File: config.mk
export PLATFORM = sky130hd
export DESIGN_NAME = line_follow_pid_steering
export DESIGN_NICKNAME = d
export VERILOG_FILES = /design/src/sv/lfps_pkg.sv /design/src/sv/lfps_ctrl.sv /design/src/sv/lfps_dp.sv /design/src/sv/line_follow_pid_steering.sv
export SDC_FILE = /design/constraint.sdc
export NUM_CORES = 2
export LEC_CHECK = 0
export ABC_AREA = 1
export CAP_MARGIN = 20
export CELL_PAD_IN_SITES_DETAIL_PLACEMENT = 1
export CELL_PAD_IN_SITES_GLOBAL_PLACEMENT = 1
export CORE_MARGIN = 5
export CORE_UTILIZATION = 35
export CTS_BUF_LIST = sky130_fd_sc_hd__clkbuf_16
export DETAILED_ROUTE_END_ITERATION = 16
export DONT_BUFFER_PORTS = 1
export PLACE_DENSITY = 0.64
export SYNTH_ARGS = -nofsm -noshare
export SYNTH_HDL_FRONTEND = slang
export SYNTH_SLANG_ARGS = --single-unit
File: constraint.sdc
create_clock -name aclk -period 12.3 [get_ports aclk]
set_input_delay 0 -clock aclk [delete_from_list [all_inputs] [get_ports aclk]]
set_output_delay 0 -clock aclk [all_outputs]
set_load 0.005 [all_outputs]
File: src/sv/lfps_pkg.sv
// lfps_pkg: shared types, codes and constants for the line follower steering block.
// Used by lfps_ctrl, lfps_dp and line_follow_pid_steering. No dependencies.
package lfps_pkg;

    localparam int SAMPLE_BITS_DEF = 10;
    localparam int THRESH_BITS     = 10;
    localparam int LOST_TIMEOUT_MS = 5000;
    localparam int SEARCH_FLIP_MS  = 1000;
    localparam int SEARCH_SPEED    = 150;
    localparam int MIN_BASE_SPEED  = 50;
    localparam int DIV_STEPS       = 16;   // quotient bits (|error| <= 25600)
    localparam int OUT_BITS        = 40;   // 35 field bits, padded to bytes

    typedef enum logic [3:0] {
        ST_IDLE, ST_SUM, ST_CHECK, ST_DIV, ST_INTEG,
        ST_MUL0, ST_MUL1, ST_MUL2, ST_MUL3, ST_DRIVE, ST_LOST, ST_DONE
    } state_t;

    typedef enum logic [2:0] {
        REG_THRESH, REG_GAIN_P, REG_GAIN_I, REG_GAIN_D,
        REG_LIMIT_HI, REG_LIMIT_LO, REG_CRUISE, REG_MAX_DRIVE
    } reg_idx_t;

    typedef enum logic [1:0] {
        MODE_FOLLOW, MODE_ROT_RIGHT, MODE_ROT_LEFT, MODE_STOP
    } drive_mode_t;

    typedef enum logic [1:0] {
        MSEL_P, MSEL_I, MSEL_D, MSEL_NONE
    } mul_sel_t;

    typedef struct packed {
        logic [THRESH_BITS-1:0] detect_threshold;
        logic signed [15:0]     gain_p;
        logic signed [15:0]     gain_i;
        logic signed [15:0]     gain_d;
        logic signed [8:0]      limit_high;
        logic signed [8:0]      limit_low;
        logic [7:0]             cruise_speed;
        logic [7:0]             max_drive;
    } cfg_t;

    typedef struct packed {
        logic     capture;
        logic     sum;
        logic     div_init;
        logic     div_step;
        logic     integ;
        logic     mul_en;
        mul_sel_t mul_sel;
        logic     mul_clear;
        logic     mul_acc;
        logic     drive;
        logic     lost;
        logic     out_load;
    } dp_cmd_t;

    typedef struct packed {
        logic den_zero;
    } dp_stat_t;

endpackage

File: src/sv/lfps_ctrl.sv
// lfps_ctrl: sequencing state machine and stream handshake for the steering block.
// Depends on lfps_pkg; drives lfps_dp through dp_cmd_t.
module lfps_ctrl
    import lfps_pkg::*;
(
    input  logic     aclk,
    input  logic     aresetn,
    input  logic     s_tvalid,
    output logic     s_tready,
    output logic     m_tvalid,
    input  logic     m_tready,
    input  dp_stat_t stat,
    output dp_cmd_t  cmd
);

    localparam int CNT_W = $clog2(DIV_STEPS);

    state_t           state_reg, state_next;
    logic [CNT_W-1:0] cnt_reg, cnt_next;
    logic             mvalid_reg, mvalid_next;

    always_ff @(posedge aclk) begin
        if (!aresetn) begin
            state_reg  <= ST_IDLE;
            cnt_reg    <= '0;
            mvalid_reg <= 1'b0;
        end else begin
            state_reg  <= state_next;
            cnt_reg    <= cnt_next;
            mvalid_reg <= mvalid_next;
        end
    end

    always_comb begin
        state_next  = state_reg;
        cnt_next    = cnt_reg;
        mvalid_next = mvalid_reg && !m_tready;
        cmd         = '0;
        cmd.mul_sel = MSEL_NONE;
        case (state_reg)
            ST_IDLE: begin
                if (s_tvalid) begin
                    cmd.capture = 1'b1;
                    state_next  = ST_SUM;
                end
            end
            ST_SUM: begin
                cmd.sum    = 1'b1;
                state_next = ST_CHECK;
            end
            ST_CHECK: begin
                if (stat.den_zero) begin
                    state_next = ST_LOST;
                end else begin
                    cmd.div_init = 1'b1;
                    cnt_next     = '0;
                    state_next   = ST_DIV;
                end
            end
            ST_DIV: begin
                cmd.div_step = 1'b1;
                cnt_next     = cnt_reg + 1'b1;
                if (cnt_reg == CNT_W'(DIV_STEPS - 1)) state_next = ST_INTEG;
            end
            ST_INTEG: begin
                cmd.integ  = 1'b1;
                state_next = ST_MUL0;
            end
            ST_MUL0: begin
                cmd.mul_en    = 1'b1;
                cmd.mul_sel   = MSEL_P;
                cmd.mul_clear = 1'b1;
                state_next    = ST_MUL1;
            end
            ST_MUL1: begin
                cmd.mul_en  = 1'b1;
                cmd.mul_sel = MSEL_I;
                cmd.mul_acc = 1'b1;
                state_next  = ST_MUL2;
            end
            ST_MUL2: begin
                cmd.mul_en  = 1'b1;
                cmd.mul_sel = MSEL_D;
                cmd.mul_acc = 1'b1;
                state_next  = ST_MUL3;
            end
            ST_MUL3: begin
                cmd.mul_acc = 1'b1;
                state_next  = ST_DRIVE;
            end
            ST_DRIVE: begin
                cmd.drive  = 1'b1;
                state_next = ST_DONE;
            end
            ST_LOST: begin
                cmd.lost   = 1'b1;
                state_next = ST_DONE;
            end
            ST_DONE: begin
                if (!mvalid_reg || m_tready) begin
                    cmd.out_load = 1'b1;
                    mvalid_next  = 1'b1;
                    state_next   = ST_IDLE;
                end
            end
            default: state_next = ST_IDLE;
        endcase
    end

    assign s_tready = (state_reg == ST_IDLE);
    assign m_tvalid = mvalid_reg;

endmodule

File: src/sv/lfps_dp.sv
// lfps_dp: datapath - centroid sums, serial divider, PID with shared multiplier,
// drive mixing, line search timers and the output register. Depends on lfps_pkg.
module lfps_dp
    import lfps_pkg::*;
#(
    parameter int SAMPLE_BITS = SAMPLE_BITS_DEF,
    parameter int IN_W        = ((4 * SAMPLE_BITS + 32 + 7) / 8) * 8
) (
    input  logic                aclk,
    input  logic                aresetn,
    input  cfg_t                cfg,
    input  logic                pid_clear,
    input  dp_cmd_t             cmd,
    output dp_stat_t            stat,
    input  logic [IN_W-1:0]     in_data,
    output logic [OUT_BITS-1:0] out_data
);

    localparam int SB   = SAMPLE_BITS;
    localparam int TW   = (SB > THRESH_BITS) ? SB : THRESH_BITS;
    localparam int DENW = SB + 2;
    localparam int NW   = SB + 10;
    localparam int MW   = SB + 9;
    localparam int RW   = DENW + 1;
    localparam int AW   = 36;
    localparam int TDW  = AW + 1;

    // captured beat
    logic [SB-1:0]  samp_reg [4];
    logic [31:0]    now_reg;
    // centroid and divider
    logic [DENW-1:0] den_reg;
    logic [MW-1:0]   mag_reg;
    logic            neg_reg;
    logic [RW-1:0]   rem_reg;
    logic [15:0]     quo_reg;
    // PID
    logic signed [15:0] err_reg;
    logic signed [16:0] integ_reg;
    logic signed [16:0] deriv_reg;
    logic signed [32:0] prod_reg;
    logic signed [AW-1:0] acc_reg;
    logic signed [16:0] integral_sum_reg;
    logic signed [15:0] prev_err_reg;
    // search state
    logic        lost_flag_reg;
    logic [31:0] lost_since_reg;
    logic        search_right_reg;
    logic [31:0] search_phase_reg;
    // result
    logic [7:0]  res_left_reg, res_right_reg;
    drive_mode_t res_mode_reg;
    logic        res_lost_reg;
    logic [15:0] res_err_reg;
    logic [OUT_BITS-1:0] out_reg;

    // ---------------- centroid sums ----------------
    logic [SB-1:0]        ex [4];
    logic signed [NW-1:0] exs [4];
    logic [DENW-1:0]      den_next;
    logic signed [NW-1:0] num_next;
    logic [MW-1:0]        mag_next;

    always_comb begin
        for (int i = 0; i < 4; i++) begin
            if (TW'(samp_reg[i]) > TW'(cfg.detect_threshold))
                ex[i] = SB'(TW'(samp_reg[i]) - TW'(cfg.detect_threshold));
            else
                ex[i] = '0;
            exs[i] = NW'($signed({1'b0, ex[i]}));
        end
        den_next = DENW'(ex[0]) + DENW'(ex[1]) + DENW'(ex[2]) + DENW'(ex[3]);
        num_next = NW'((exs[3] - exs[0]) * 100 + (exs[2] - exs[1]) * 33);
        mag_next = MW'(num_next < 0 ? -num_next : num_next);
    end

    assign stat.den_zero = (den_reg == '0);

    // ---------------- restoring divider, one bit a step ----------------
    logic [RW-1:0] rem_try;
    logic          qbit;

    always_comb begin
        rem_try = {rem_reg[RW-2:0], quo_reg[15]};
        qbit    = (rem_try >= RW'(den_reg));
    end

    // ---------------- integral / derivative ----------------
    logic signed [15:0] err_c;
    logic signed [17:0] isum, ihi, ilo, iclamp;

    always_comb begin
        err_c  = neg_reg ? -$signed(quo_reg) : $signed(quo_reg);
        isum   = 18'(integral_sum_reg) + 18'(err_c);
        ihi    = 18'(cfg.limit_high) <<< 8;
        ilo    = 18'(cfg.limit_low) <<< 8;
        if (isum > ihi)      iclamp = ihi;
        else if (isum < ilo) iclamp = ilo;
        else                 iclamp = isum;
    end

    // ---------------- shared multiplier ----------------
    logic signed [15:0] mul_a;
    logic signed [16:0] mul_b;

    always_comb begin
        case (cmd.mul_sel)
            MSEL_P:  begin mul_a = cfg.gain_p; mul_b = 17'(err_reg); end
            MSEL_I:  begin mul_a = cfg.gain_i; mul_b = integ_reg;    end
            MSEL_D:  begin mul_a = cfg.gain_d; mul_b = deriv_reg;    end
            default: begin mul_a = '0;         mul_b = '0;           end
        endcase
    end

    // ---------------- drive mixing ----------------
    function automatic logic [7:0] drive_of(input logic signed [TDW-1:0] t,
                                            input logic [7:0] top);
        logic signed [TDW-17:0] q;
        begin
            q = (TDW-16)'(t >>> 16);
            if (t < 0 && t[15:0] != '0) q = q + 1'b1;
            if (q > $signed({1'b0, top})) q = (TDW-16)'($signed({1'b0, top}));
            if (q < 0) q = '0;
            drive_of = q[7:0];
        end
    endfunction

    logic signed [AW-1:0]  ahi, alo, corr;
    logic [7:0]            base;
    logic signed [TDW-1:0] base_fx, tl, tr;

    always_comb begin
        ahi = AW'(cfg.limit_high) <<< 16;
        alo = AW'(cfg.limit_low) <<< 16;
        if (acc_reg > ahi)      corr = ahi;
        else if (acc_reg < alo) corr = alo;
        else                    corr = acc_reg;
        if (cfg.cruise_speed > cfg.max_drive)          base = cfg.max_drive;
        else if (cfg.cruise_speed < 8'(MIN_BASE_SPEED)) base = 8'(MIN_BASE_SPEED);
        else                                           base = cfg.cruise_speed;
        base_fx = TDW'($signed({1'b0, base, 16'b0}));
        tl = base_fx - TDW'(corr);
        tr = base_fx + TDW'(corr);
    end

    // ---------------- line search ----------------
    logic [31:0] since_c;
    logic        stop_c, flip_c;

    always_comb begin
        since_c = lost_flag_reg ? lost_since_reg : now_reg;
        stop_c  = (now_reg - since_c) > 32'(LOST_TIMEOUT_MS);
        flip_c  = (now_reg - search_phase_reg) > 32'(SEARCH_FLIP_MS);
    end

    // ---------------- state with reset ----------------
    always_ff @(posedge aclk) begin
        if (!aresetn) begin
            lost_flag_reg    <= 1'b0;
            lost_since_reg   <= '0;
            search_right_reg <= 1'b1;
            search_phase_reg <= '0;
            integral_sum_reg <= '0;
            prev_err_reg     <= '0;
        end else begin
            if (pid_clear) begin
                integral_sum_reg <= '0;
                prev_err_reg     <= '0;
            end else if (cmd.integ) begin
                integral_sum_reg <= iclamp[16:0];
                prev_err_reg     <= err_c;
            end
            if (cmd.integ) lost_flag_reg <= 1'b0;
            if (cmd.lost) begin
                lost_flag_reg  <= 1'b1;
                lost_since_reg <= since_c;
                if (!stop_c && flip_c) begin
                    search_right_reg <= !search_right_reg;
                    search_phase_reg <= now_reg;
                end
            end
        end
    end

    // ---------------- payload registers ----------------
    always_ff @(posedge aclk) begin
        if (cmd.capture) begin
            for (int i = 0; i < 4; i++) samp_reg[i] <= in_data[i*SB +: SB];
            now_reg <= in_data[4*SB +: 32];
        end
        if (cmd.sum) begin
            den_reg <= den_next;
            mag_reg <= mag_next;
            neg_reg <= (num_next < 0);
        end
        if (cmd.div_init) begin
            rem_reg <= RW'(mag_reg[MW-1:8]);
            quo_reg <= {mag_reg[7:0], 8'b0};
        end else if (cmd.div_step) begin
            rem_reg <= qbit ? rem_try - RW'(den_reg) : rem_try;
            quo_reg <= {quo_reg[14:0], qbit};
        end
        if (cmd.integ) begin
            err_reg   <= err_c;
            integ_reg <= iclamp[16:0];
            deriv_reg <= 17'(err_c) - 17'(prev_err_reg);
        end
        if (cmd.mul_en) prod_reg <= mul_a * mul_b;
        if (cmd.mul_clear)    acc_reg <= '0;
        else if (cmd.mul_acc) acc_reg <= acc_reg + AW'(prod_reg);
        if (cmd.drive) begin
            res_left_reg  <= drive_of(tl, cfg.max_drive);
            res_right_reg <= drive_of(tr, cfg.max_drive);
            res_mode_reg  <= MODE_FOLLOW;
            res_lost_reg  <= 1'b0;
            res_err_reg   <= err_reg;
        end else if (cmd.lost) begin
            res_lost_reg <= 1'b1;
            res_err_reg  <= '0;
            if (stop_c) begin
                res_left_reg  <= '0;
                res_right_reg <= '0;
                res_mode_reg  <= MODE_STOP;
            end else begin
                res_left_reg  <= 8'(SEARCH_SPEED);
                res_right_reg <= 8'(SEARCH_SPEED);
                res_mode_reg  <= (flip_c ? !search_right_reg : search_right_reg)
                                 ? MODE_ROT_RIGHT : MODE_ROT_LEFT;
            end
        end
        if (cmd.out_load)
            out_reg <= OUT_BITS'({res_err_reg, res_lost_reg, res_mode_reg,
                                  res_right_reg, res_left_reg});
    end

    assign out_data = out_reg;

endmodule

File: src/sv/line_follow_pid_steering.sv
// line_follow_pid_steering: top level - APB register file, controller and datapath.
// Depends on lfps_pkg, lfps_ctrl and lfps_dp.
//
//   channel  | dir | handshake          | beat contents (low bit first)
//   ---------+-----+--------------------+--------------------------------------------
//   s_       | in  | s_tvalid/s_tready  | 4 samples, now_ms
//   m_       | out | m_tvalid/m_tready  | left, right, mode, lost_line, position_error
//   APB      | in  | psel/penable       | 8 registers at byte address 4*i
//
// Sequence: the accepting edge captures the beat; a beat seen on the line then goes
// through sum, check, 16 divider steps, integral, 4 multiplier slots, mixing and
// load to m_tvalid; a lost-line beat goes through sum, check, search and load. The
// block goes back to idle before it takes the next beat. The divider steps dominate.
// Reset: aresetn, synchronous, active low; control registers reset, payload does not.
// Stalls: s_tready is high only while idle; a finished result waits in its own
// register, so the next beat is taken while m_ holds an untaken one.
module line_follow_pid_steering
    import lfps_pkg::*;
#(
    parameter int SAMPLE_BITS = SAMPLE_BITS_DEF,
    parameter int IN_W        = ((4 * SAMPLE_BITS + 32 + 7) / 8) * 8
) (
    input  logic                aclk,
    input  logic                aresetn,
    // sense_left, sense_mid_left, sense_mid_right, sense_right, now_ms, zero pad
    input  logic [IN_W-1:0]     s_tdata,
    input  logic                s_tvalid,
    output logic                s_tready,
    // left_drive[7:0], right_drive[15:8], drive_mode[17:16], lost_line[18],
    // position_error[34:19], zero pad
    output logic [OUT_BITS-1:0] m_tdata,
    output logic                m_tvalid,
    input  logic                m_tready,
    input  logic                psel,
    input  logic                penable,
    input  logic                pwrite,
    input  logic [4:0]          paddr,
    input  logic [31:0]         pwdata,
    output logic [31:0]         prdata,
    output logic                pready
);

    cfg_t     cfg_reg, cfg_next;
    logic     wr_en;
    reg_idx_t wr_idx;
    logic     pid_clear;
    dp_cmd_t  cmd;
    dp_stat_t stat;

    assign pready = 1'b1;
    assign wr_en  = psel && penable && pwrite;
    assign wr_idx = reg_idx_t'(paddr[4:2]);

    always_comb begin
        cfg_next  = cfg_reg;
        pid_clear = 1'b0;
        if (wr_en) begin
            case (wr_idx)
                REG_THRESH:    cfg_next.detect_threshold = pwdata[THRESH_BITS-1:0];
                REG_GAIN_P:    begin cfg_next.gain_p = pwdata[15:0]; pid_clear = 1'b1; end
                REG_GAIN_I:    begin cfg_next.gain_i = pwdata[15:0]; pid_clear = 1'b1; end
                REG_GAIN_D:    begin cfg_next.gain_d = pwdata[15:0]; pid_clear = 1'b1; end
                REG_LIMIT_HI:  cfg_next.limit_high = pwdata[8:0];
                REG_LIMIT_LO:  cfg_next.limit_low = pwdata[8:0];
                REG_CRUISE:    cfg_next.cruise_speed = pwdata[7:0];
                REG_MAX_DRIVE: cfg_next.max_drive = pwdata[7:0];
                default:       cfg_next = cfg_reg;
            endcase
        end
    end

    always_ff @(posedge aclk) begin
        if (!aresetn) begin
            cfg_reg.detect_threshold <= THRESH_BITS'(512);
            cfg_reg.gain_p           <= 16'sd256;
            cfg_reg.gain_i           <= '0;
            cfg_reg.gain_d           <= '0;
            cfg_reg.limit_high       <= 9'sd100;
            cfg_reg.limit_low        <= -9'sd100;
            cfg_reg.cruise_speed     <= 8'd150;
            cfg_reg.max_drive        <= 8'd255;
        end else begin
            cfg_reg <= cfg_next;
        end
    end

    // read back, signed registers sign-extended
    always_comb begin
        case (reg_idx_t'(paddr[4:2]))
            REG_THRESH:    prdata = 32'(cfg_reg.detect_threshold);
            REG_GAIN_P:    prdata = 32'(cfg_reg.gain_p);
            REG_GAIN_I:    prdata = 32'(cfg_reg.gain_i);
            REG_GAIN_D:    prdata = 32'(cfg_reg.gain_d);
            REG_LIMIT_HI:  prdata = 32'(cfg_reg.limit_high);
            REG_LIMIT_LO:  prdata = 32'(cfg_reg.limit_low);
            REG_CRUISE:    prdata = 32'(cfg_reg.cruise_speed);
            REG_MAX_DRIVE: prdata = 32'(cfg_reg.max_drive);
            default:       prdata = '0;
        endcase
    end

    lfps_ctrl u_ctrl (
        .aclk     (aclk),
        .aresetn  (aresetn),
        .s_tvalid (s_tvalid),
        .s_tready (s_tready),
        .m_tvalid (m_tvalid),
        .m_tready (m_tready),
        .stat     (stat),
        .cmd      (cmd)
    );

    lfps_dp #(
        .SAMPLE_BITS (SAMPLE_BITS),
        .IN_W        (IN_W)
    ) u_dp (
        .aclk      (aclk),
        .aresetn   (aresetn),
        .cfg       (cfg_reg),
        .pid_clear (pid_clear),
        .cmd       (cmd),
        .stat      (stat),
        .in_data   (s_tdata),
        .out_data  (m_tdata)
    );

endmodule
==> run metrics <==
post_cts resized 0; aggregate global-route resource usage 20.7%; Hold Buf Count CTS 183; DRT antenna net count 0; Worst Min Path Start pwdata[13]; hold path depth 3; Worst path most repeated cell nor2_1; Core Region 0.139 mm²; Post-synth EDFFs 273; YS warnings 0; CP Capture Type flip-flop; Port Buffers 0; status complete, no violations; Root Buffer clkbuf_16; Slew Viols, Final 0; register bit total from synthesis 521; Post-DP HPWL 121000 µm; post-synthesis sequential area ratio 27.0%; Critical Path Start Type flip-flop; endpoints failing hold 0; post-synthesis cell count 6153; Tmin final 10.61 ns; Worst Path Arrival 11.00 ns; routed vias 41200; slowest stage cell on the critical path fa_1; clock buffer count from CTS 67; DR vias/cell 5.01; MaxCap Viol Count 0; Slew @ Worst Pin 1.14 ns; vias in the first global route 43900; Ports 191; final net count 7216; max reg flops 92; CTS tree done; P&R area growth vs syn 12.7%; Max-slew headroom 23.4%; RSZ-0062 raised after global routing no; Avg Inst Size Synth 7.93 µm²; global route overflow 0; Clk pin slew, worst setup/hold paths 0.06 ns; Hold Crit Class input pin to flip-flop; Crit Path Class flip-flop to flip-flop; ratio of cells with drive above 1 in the final layout 4.16%; chip height 383 µm; FF-to-FF path depth 49; Final TNS setup 0 ns; first-pass iteration count of the detailed router 5; skew final 0.0473 ns; RD Place Congestion 0.881; launch point of the worst reg-to-reg path cfg_reg[82]; f_max 94.3 MHz; period utilization 86.2%; post-CTS setup buffer count 0; largest net degree at the start of global routing 86; DR WL/cell 18.6 µm; CTS sink count 521; Main synth FF type edfxtp_1; largest buffer count on any clock path 3; Critical Path RT 12.69 ns; area of the mapped netlist 0.0488 mm²; drt drc 0; post-synth cell types 75; first-pass GRT wire length 243000 µm; Die Area 0.147 mm²; Reg-to-Reg End u_dp.mag_reg[18]; Setup violations, final 0; initial antenna violation count 16; DR iter-0 viols 1793; ys async rst share 0%; total wire length 153000 µm; Clk Latency, worst-skew pair 0.68 ns; initial core utilization 35.1%; reg2reg setup slack 1.69 ns; row count 137; hold_ws 0.144 ns; sink of the worst hold path cfg_reg[79]; slowest stage delay, CP 0.53 ns; H-tree levels 3; Die Wd 383 µm; crit-path max FO 13
==> metrics by stage <==
| step | utilization (%) | cells | instance area [µm²] | worst slack (ns) |
|---|---|---|---|---|
| 6_report | 39.5 | 8230 | 55000 | 1.69 |
| 5_1_grt | 39.5 | 8222 | 54900 | 0.577 |
| 4_1_cts | 39.4 | 8217 | 54800 | 1.56 |
| 3_5_place_dp | 36.6 | 7912 | 50800 | 1.65 |
| 3_3_place_gp | 36.6 | 7912 | 50800 | 1.82 |
| 2_1_floorplan | - | 6157 | 48800 | 3.41 |
==> synth_stat cells, drive strengths merged, types with 7 or more instances <==
cell type / number / area share, %
a21oi: 462 / 4.7
o2111ai: 7 / 0.13
buf: 40 / 0.57
o22ai: 26 / 0.33
dfxtp: 248 / 10
clkbuf: 126 / 0.97
ha: 489 / 13
nand3b: 9 / 0.14
nand4: 92 / 1.3
nand3: 212 / 2.3
a21o: 24 / 0.37
nor2: 484 / 3.9
xor2: 212 / 3.8
o21a: 7 / 0.11
edfxtp: 273 / 17
xnor2: 73 / 1.3
mux2i: 29 / 0.59
a21boi: 8 / 0.12
o221ai: 20 / 0.36
a211oi: 42 / 0.65
nor4: 18 / 0.23
o21ai: 337 / 3.5
inv: 1190 / 9.2
o31ai: 12 / 0.18
o21bai: 50 / 0.79
a221oi: 21 / 0.39
and2: 7 / 0.090
or2: 22 / 0.28
a31oi: 19 / 0.24
o211ai: 52 / 0.85
nand2: 1129 / 8.8
fa: 318 / 13
nor3: 59 / 0.62
==> cells in the final DEF, fill, tap and decap left out, drive strengths merged, types with 248 or more instances in the layout <==
master / count
a21oi: 462
dfxtp: 248
edfxtp: 273
fa: 318
ha: 489
inv: 1211
nand2: 1129
nor2: 484
o21ai: 337
==> critical path: cells and delay by family (launching register included) <==
kind | cells | cell delay (ns)
adders and majority gates | 10 | 3.75
AOI/OAI and AO/OA | 14 | 2.52
and+or+nand+nor | 16 | 2.52
buffers and inverters | 7 | 0.82
DFF | 1 | 0.43
xor gates and xnor gates | 2 | 0.26
==> layout make-up <==
type | instances | area [µm²]
Sequential cell | 521 | 13200
Clock inverter | 55 | 468
Fill cell | 16700 | 84100
Multi-Input combinational cell | 4277 | 30500
Clock buffer | 67 | 1680
Timing Repair Buffer | 233 | 2300
Tap cell | 1876 | 2350
Antenna cell | 8 | 20.0
Inverter | 1193 | 4480
==> logic make-up after synthesis <==
family | count (synthesis) | synth area share (%)
other | 2 | 0.0154
AOI/OAI and AO/OA | 1110 | 13.2
muxes | 30 | 0.618
buffers and inverters | 1359 | 10.7
and+or+nand+nor | 2039 | 17.8
DFF | 521 | 27.0
xor gates and xnor gates | 285 | 5.12
adders and majority gates | 807 | 25.6
==> routing by layer <==
| metal | track usage (%) | share of wire, % | vias up |
|---|---|---|---|
| met5 | 0 | 0.054 | - |
| met4 | 5.94 | 2.8 | 12 |
| met3 | 3.33 | 4.3 | 195 |
| met2 | 36.4 | 48 | 557 |
| met1 | 26.3 | 45 | 20200 |
| li1 | - | - | 20300 |
==> worst max-delay path by stage <==
stage                     slack, ns                to   startpoint  cells after the start
final                          1.69  u_dp.mag_reg[18]  cfg_reg[82]                     49
after global routing           0.58   u_dp.mag_reg[3]  cfg_reg[83]                     49
after CTS                      1.56  u_dp.mag_reg[18]  cfg_reg[82]                     49
after detailed placement       1.65  u_dp.mag_reg[18]  cfg_reg[82]                     49
after global placement         1.82  u_dp.mag_reg[18]  cfg_reg[82]                     49
after floorplan                3.41   u_dp.mag_reg[6]  cfg_reg[82]                     50
Power is not shown: default switching activity piles up to over one toggle a cycle in this logic, so the estimate is an artifact.
